[src/hdl/drum_step_pattern_store_top_defines.svh]
// Assertion helpers shared by the pattern store RTL.
`ifndef DRUM_STEP_PATTERN_STORE_TOP_DEFINES_SVH
`define DRUM_STEP_PATTERN_STORE_TOP_DEFINES_SVH

// Check a property on every rising edge of clk_i, quiet while in reset.
`define DSPS_ASSERT(lbl, prop, msg) \
  lbl: assert property (@(posedge clk_i) disable iff (!rst_ni) (prop)) else $error(msg);

// Check that a condition implies another one on the following edge.
`define DSPS_ASSERT_NEXT(lbl, ante, cons, msg) \
  `DSPS_ASSERT(lbl, (ante) |=> (cons), msg)

`endif

[src/hdl/dsps_pkg.sv]
package dsps_pkg;

  // Default store geometry
  localparam int NumInstruments = 8;
  localparam int NumPatterns    = 64;
  localparam int StepsPerTrack  = 64;

  // Width of a step index on the bus
  localparam int StepW = 6;

  // Request kinds
  localparam logic [1:0] ReqRead    = 2'd0;
  localparam logic [1:0] ReqWrite   = 2'd1;
  localparam logic [1:0] ReqFind    = 2'd2;
  localparam logic [1:0] ReqUnknown = 2'd3;

  // Status of the find-next unit, one-cycle done pulse
  typedef struct packed {
    logic             done;
    logic             hit;
    logic [StepW-1:0] step;
  } find_status_t;

endpackage

[src/hdl/dsps_find.sv]
module dsps_find #(
  parameter int STEPS_PER_TRACK = dsps_pkg::StepsPerTrack
) (
  input  logic                         clk_i,
  input  logic                         rst_ni,
  input  logic                         start_i,
  input  logic [$clog2(STEPS_PER_TRACK)-1:0] start_step_i,
  input  logic [STEPS_PER_TRACK-1:0]   bitmap_i,
  output dsps_pkg::find_status_t       status_o
);

  localparam int SW    = $clog2(STEPS_PER_TRACK);
  localparam int NG    = (STEPS_PER_TRACK + 7) / 8;
  localparam int GW    = (NG > 1) ? $clog2(NG) : 1;
  localparam int WinW  = NG * 8;
  localparam int OffW  = GW + 3;
  localparam int SumW  = ((SW > OffW) ? SW : OffW) + 1;

  logic [2*STEPS_PER_TRACK-1:0] dbl;
  logic [2*STEPS_PER_TRACK-1:0] rot;
  logic [WinW-1:0]              win_d;
  logic [WinW-1:0]              win_q;
  logic [GW-1:0]                grp_q;
  logic [SW-1:0]                start_q;
  logic                         busy_q;
  logic                         done_q;
  logic                         hit_q;
  logic [dsps_pkg::StepW-1:0]   step_q;
  logic [7:0]                   grp_bits;
  logic [2:0]                   pos;
  logic [OffW-1:0]              offset;
  logic [SumW-1:0]              sum;
  logic [SumW-1:0]              wrapped;

  // Rotate the bitmap so the start step sits at bit 0
  always_comb begin
    dbl   = {bitmap_i, bitmap_i};
    rot   = dbl >> start_step_i;
    win_d = WinW'(rot[STEPS_PER_TRACK-1:0]);
  end

  // Pick the lowest set bit of the current group and map it back to a step
  always_comb begin
    grp_bits = win_q[{grp_q, 3'b000} +: 8];
    pos      = 3'd0;
    for (int i = 7; i >= 0; i--) begin
      if (grp_bits[i]) begin
        pos = 3'(i);
      end
    end
    offset  = {grp_q, pos};
    sum     = SumW'(start_q) + SumW'(offset);
    wrapped = (sum >= SumW'(STEPS_PER_TRACK)) ? sum - SumW'(STEPS_PER_TRACK) : sum;
  end

  // Scan one group of eight steps per cycle
  always_ff @(posedge clk_i or negedge rst_ni) begin
    if (!rst_ni) begin
      busy_q <= 1'b0;
      done_q <= 1'b0;
      hit_q  <= 1'b0;
    end else begin
      if (start_i) begin
        busy_q  <= 1'b1;
        done_q  <= 1'b0;
        grp_q   <= '0;
        win_q   <= win_d;
        start_q <= start_step_i;
      end else if (busy_q) begin
        if (|grp_bits) begin
          busy_q <= 1'b0;
          done_q <= 1'b1;
          hit_q  <= 1'b1;
          step_q <= dsps_pkg::StepW'(wrapped);
        end else if (grp_q == GW'(NG - 1)) begin
          busy_q <= 1'b0;
          done_q <= 1'b1;
          hit_q  <= 1'b0;
        end else begin
          done_q <= 1'b0;
          grp_q  <= grp_q + GW'(1);
        end
      end else begin
        done_q <= 1'b0;
      end
    end
  end

  assign status_o.done = done_q;
  assign status_o.hit  = hit_q;
  assign status_o.step = step_q;

endmodule

[config.mk]
export PLATFORM = sky130hd
export DESIGN_NAME = dsps_find
export DESIGN_NICKNAME = d
export VERILOG_FILES = /design/src/hdl/drum_step_pattern_store_top_defines.svh /design/src/hdl/dsps_pkg.sv /design/src/hdl/dsps_find.sv
export SDC_FILE = /design/constraint.sdc
export NUM_CORES = 1
export LEC_CHECK = 0
export BUFFER_PORTS_ARGS = -buffer_cell sky130_fd_sc_hd__buf_4
export CAP_MARGIN = 20
export CORE_MARGIN = 2
export CORE_UTILIZATION = 50
export CTS_CLUSTER_SIZE = 28
export DETAILED_ROUTE_END_ITERATION = 8
export GPL_TIMING_DRIVEN = 0
export PLACE_DENSITY = 0.79
export SYNTH_ARGS = -nofsm -noshare
export SYNTH_HDL_FRONTEND = slang
export SYNTH_SLANG_ARGS = --single-unit
export TNS_END_PERCENT = 1
[constraint.sdc]
create_clock -name clk_i -period 4.6 [get_ports clk_i]
set_input_delay 0.23 -clock clk_i [delete_from_list [all_inputs] [get_ports clk_i]]
set_output_delay 0.23 -clock clk_i [all_outputs]
set_load 0.01 [all_outputs]
# After elaboration in Yosys (flattened, before gate mapping)
# Cells that the tools add are included.
# classes
order_cmp	1
addsub	3
n_reduce_logical	5
mux	22
eq_ne	1
n_shift	2
bitwise_logic	1
# op_table
operator	count
128-bit by 6-bit right shift with 64-bit output	1
64-bit by 7-bit variable part select with 8-bit output	1
3-bit 2-to-1 mux	11
1-bit 2-to-1 mux	10
8-bit OR reduction	1
6-bit by 6-bit adder with 7-bit output	1
7-bit greater-or-equal comparator, second input constant	1
6-bit 2-to-1 mux	1
6-bit by 1-bit subtractor with 6-bit output, second input constant	1
4-bit AND reduction	1
3-bit by 1-bit adder with 3-bit output, second input constant	1
3-bit == test, second input constant	1
3-bit AND reduction	1
2-bit AND reduction	1
2-bit nonzero test	1
1-bit NOT	1
# word_totals
reg_bits	82
out_inout_bits	8
wordCells	42
inputBits	73

# Depth between registers and ports, before layout
# depth
ltp_word	12
ltp_mapped	15
depth_no_buf	12

# Least setup slack after synthesis
# No wires, ideal clock.
# synth_path
kind	flip-flop to flip-flop
start	register grp_q[0]
end	register step_q[4] (netlist name), data pin
t_arrival_ns	2.715
slack_ns	1.628
stages_incl_launch_ff	14
period_less_slack_ns	2.972
n_path_buf	2
setup_ns	0.258
t_required_ns	4.342
path_cell_list	edfxtp_1 > buf_6 > clkbuf_1 > nor2_1 > a22oi_1 > a211oi_1 > a211oi_1 > o211ai_1 > o31ai_1 > ha_1 > fa_1 > a21o_1 > a21oi_1 > xnor2_1
# synth_via
elab_chain_cells	12
elab_cells_between_ends	13
classes_between	add/sub: 2; order compare: 1; shift: 1; mux: 9
# synth_lines
element	line_no	text
start: declaration	dsps_find.sv:23	logic [GW-1:0] grp_q;
start signal: assignment	dsps_find.sv:81	grp_q <= grp_q + GW'(1);
64-bit by 7-bit variable part select with 8-bit output	dsps_find.sv:44	grp_bits = win_q[{grp_q, 3'b000} +: 8];
3-bit 2-to-1 mux (8 in series)	dsps_find.sv:47	if (grp_bits[i]) begin
6-bit by 6-bit adder with 7-bit output *	dsps_find.sv:52	sum = SumW'(start_q) + SumW'(offset);
net sum[4]	dsps_find.sv:32	logic [SumW-1:0] sum;
6-bit by 1-bit subtractor with 6-bit output or 7-bit greater-or-equal comparator (tied branches)	dsps_find.sv:53	wrapped = (sum >= SumW'(STEPS_PER_TRACK)) ? sum - SumW'(STEPS_PER_TRACK) : sum;
6-bit 2-to-1 mux *	dsps_find.sv:53	
end signal: assignment	dsps_find.sv:74	step_q <= dsps_pkg::StepW'(wrapped);
end: declaration	dsps_find.sv:28	logic [dsps_pkg::StepW-1:0] step_q;
# Mark *: on every way through the listed nets, which the timed path passes. The rest lies on a longest branch.
# A chain may end at the register's enable or synchronous reset.

# Worst setup path in the final report
# layout_path
start	register grp_q[2]
end	register step_q[5] (netlist name), data pin
# The elaborated chain is that of the path after synthesis.

==> flow_summary_export.csv <==
group,metric,value,unit
route,drt_wl_total,21.5,mm
global_route,grt_usage,0.263,
clock_tree,clock-root-buffer,"clkbuf_16",
setup_path,cp.required,4700,ps
final_layout,multiInputGateArea,5170,um2
floorplan,core,15800,um2
floorplan,die_h,131,um
route,drtAntennaViolNets,0,
floorplan,dieArea,17100,um2
global_route,grt_first_pass_wirelength,33.8,mm
setup_path,crit_fanout,10,
timing,slew-limit-headroom,0.418,
floorplan,placementRows,46,
floorplan,chipWidth,131,um
logic_synthesis,yosysSeqAreaShare,0.305,
placed_design,dpl.hpwl,17.9,mm
setup_path,timing.rr.start,"grp_q[2]$_SDFFCE_PP0P_",
logic_synthesis,synth.distinct_cells,44,
floorplan,pin_count,81,
clock_tree,cts_tree,"done",
route,dr_total_vias,6219,
clock_tree,clock-sinks,82,
route,vias_per_cell,6.19,
logic_synthesis,syn_nets,772,
final_layout,antennaDiodeCount,0,
route,drt_iter0_markers,505,
clock_tree,cts_setup_buffers,0,
logic_synthesis,synth_area_per_cell,11.6,um2
placed_design,port-buffer-count,80,
final_layout,nFillCells,1324,
setup_path,cp-end-kind,"flop",
setup_path,critPathLaunch,"grp_q[2]$_SDFFCE_PP0P_",
final_layout,stdcell_area,9200,um2
setup_path,rrSetupSlack,1130,ps
pwr,cellPowerDensity,281,nW/um2
placed_design,gp_congestion,1.02,
timing,final.setup_skew,7.81,ps
setup_path,cp-start-kind,"flop",
timing,finalCritPeriodShare,0.754,
timing,hold_viol_final,0,
clock_tree,path_clk_slew,70,ps
setup_path,reg2regPathDepth,15,
logic_synthesis,syn_inst,692,
clock_tree,clock_latency,350,ps
final_layout,nets,864,
timing,maxSlewViolCount,0,
route,wl_per_cell,21.4,um
final_layout,drive_gt1_frac,0.345,
pwr,power.total,0.00259,W
floorplan,initial_utilization,0.508,
pwr,power.leakage,3.84,nW
route,first_pass_iters,5,
timing,setup_viol,0,
setup_path,r2r-end,"step_q[5]$_DFFE_PP_",
job,max-cap-violations,0,
logic_synthesis,ys_ff_latch,82,
global_route,grt_pass1_vias,6080,
logic_synthesis,yosys_warnings,0,
timing,tns,0,ps
final_layout,ff_latch_area,2450,um2
route,drc,0,
timing,worstMarginPinSlew,874,ps
global_route,antenna_found_initial,0,
clock_tree,clockBufferDepth,2,
logic_synthesis,synth_area,8020,um2
timing,rsz0062_at_grt,"no",
timing,fin_crit,3470,ps
hold_path,holdCritPathClass,"in -> reg",
clock_tree,ctsHtreeMaxLevel,3,
setup_path,arrival,3560,ps
timing,fmax,0.288,GHz
pwr,max-vdd-ir-drop,0.000211,V
clock_tree,cts_buffers,9,
final_layout,synthToLayoutAreaGrowth,14.8,%
placed_design,place_area,8890,um2
timing,holdWs,78.0,ps
setup_path,crit_end,"step_q[5]$_DFFE_PP_",
setup_path,criticalPathCategory,"reg -> reg",
run_status,status,"finished clean",
global_route,grt_max_degree,71,
global_route,overflow,0,
-- sequential cells by signal, indices dropped and copies added, names as in the netlist --
name,cells
step_q,6
grp_q,3
busy_q,1
win_q,64
done_q,1
start_q,6
hit_q,1
-- per-layer routing --
| layer | part of all wire | track usage |
|---|---|---|
| met2 | 0.48 | 0.448 |
| met4 | 0.041 | 0.108 |
| met1 | 0.41 | 0.343 |
| met5 | 0 | 0 |
| met3 | 0.064 | 0.0338 |
-- worst min-delay path by stage --
| stage | end | from | slack (ps) | cells past startpoint |
|---|---|---|---|---|
| global placement | done_q$_DFF_PN0_ | rst_ni | 50 | 1 |
| detailed placement | busy_q$_DFF_PN0_ | rst_ni | 40 | 1 |
| floorplan | busy_q$_DFF_PN0_ | rst_ni | -70 | 0 |
| finish | start_q[5]$_DFFE_PP_ | start_step_i[5] | 80 | 1 |
| global route | start_q[3]$_DFFE_PP_ | start_step_i[3] | 80 | 1 |
| CTS | start_q[5]$_DFFE_PP_ | start_step_i[5] | 70 | 1 |
-- what timing repair did --
action                    CTS  global route
hold endpoints to repair    3             0
hold buffers                1             0
resized for setup           0             0
-- metrics by stage --
stage | instances | utilization | setup slack, ps
global route | 1005 | 0.583 | 795
finish | 1005 | 0.583 | 1130
floorplan | 692 | - | 1630
global placement | 988 | 0.564 | 1200
detailed placement | 988 | 0.564 | 1130
CTS | 1005 | 0.583 | 1110
-- worst max-delay path: stages, from the launching register on --
cell,delay [ps]
edfxtp_1,330
buf_2,180
buf_4,240
buf_6,210
mux2i_1,360
nand2b_1,100
a31o_2,260
a211oi_1,300
a21oi_1,80
o31ai_1,310
ha_1,250
a21o_1,130
a21oi_1,90
o21bai_1,150
a21oi_1,100
xnor2_1,120
-- synth_stat cells, drive strengths merged --
cell | n | area (um2)
nand2 | 169 | 634
mux2i | 124 | 1250
mux4 | 93 | 2100
edfxtp | 79 | 2370
mux2 | 51 | 574
buf | 40 | 231
inv | 27 | 101
o21ai | 19 | 95.1
clkbuf | 18 | 67.6
nand3 | 12 | 60.1
a21oi | 6 | 30.0
ha | 6 | 75.1
a22oi | 5 | 37.5
nor2 | 5 | 18.8
nor2b | 5 | 31.3
nand2b | 4 | 40.0
dfrtp | 3 | 75.1
xnor2 | 3 | 26.3
a211oi | 2 | 15.0
a21o | 2 | 15.0
a22o | 2 | 17.5
and2 | 2 | 12.5
nand4 | 2 | 12.5
nor3 | 2 | 21.3
xor2 | 2 | 17.5
a31o | 1 | 8.76
a31oi | 1 | 6.26
fa | 1 | 20.0
nor3b | 1 | 7.51
o211ai | 1 | 7.51
o21a | 1 | 7.51
o21bai | 1 | 7.51
o31ai | 1 | 7.51
or2 | 1 | 6.26
-- placed cells by master, fill, tap and decap left out, types with 3 or more instances in the layout --
| master | instances |
|---|---|
| a21oi_1 | 6 |
| a22oi_1 | 5 |
| buf_1 | 12 |
| buf_2 | 14 |
| buf_4 | 91 |
| buf_6 | 3 |
| clkbuf_1 | 18 |
| clkbuf_16 | 9 |
| dfrtp_1 | 3 |
| edfxtp_1 | 79 |
| ha_1 | 6 |
| inv_1 | 26 |
| inv_8 | 3 |
| mux2_2 | 50 |
| mux2i_1 | 123 |
| mux4_2 | 91 |
| nand2_1 | 169 |
| nand3_1 | 12 |
| nor2_1 | 5 |
| nor2b_1 | 5 |
| o21ai_1 | 17 |
| xnor2_1 | 3 |
-- report_power, final --
part	internal, W	switching (W)
Clock	0.000386	0.000324
Combinational	0.000434	0.000501
Sequential	0.000922	0.0000192
Total	0.00174	0.000844
-- logic make-up (layout without fill, tap and decap cells) --
| logic type | Yosys count | in the layout | share of synthesized area |
|---|---|---|---|
| flops | 82 | 82 | 0.305 |
| fa+ha+maj | 7 | 7 | 0.0119 |
| buf+inv | 85 | 182 | 0.0499 |
| simple gates | 203 | 203 | 0.105 |
| xor+xnor | 5 | 5 | 0.00546 |
| mux | 268 | 268 | 0.490 |
| compound gates | 42 | 42 | 0.0318 |
-- final cells by class --
class / count / area share
buffer: 58 / 0.0325
timing repair buffer: 81 / 0.0664
multi-input combinational: 525 / 0.562
inverter: 27 / 0.0110
clock inverter: 7 / 0.00829
tap: 216 / 0.0294
sequential: 82 / 0.266
clock buffer: 9 / 0.0245
Note: power is estimated with default switching activity, not from simulation.
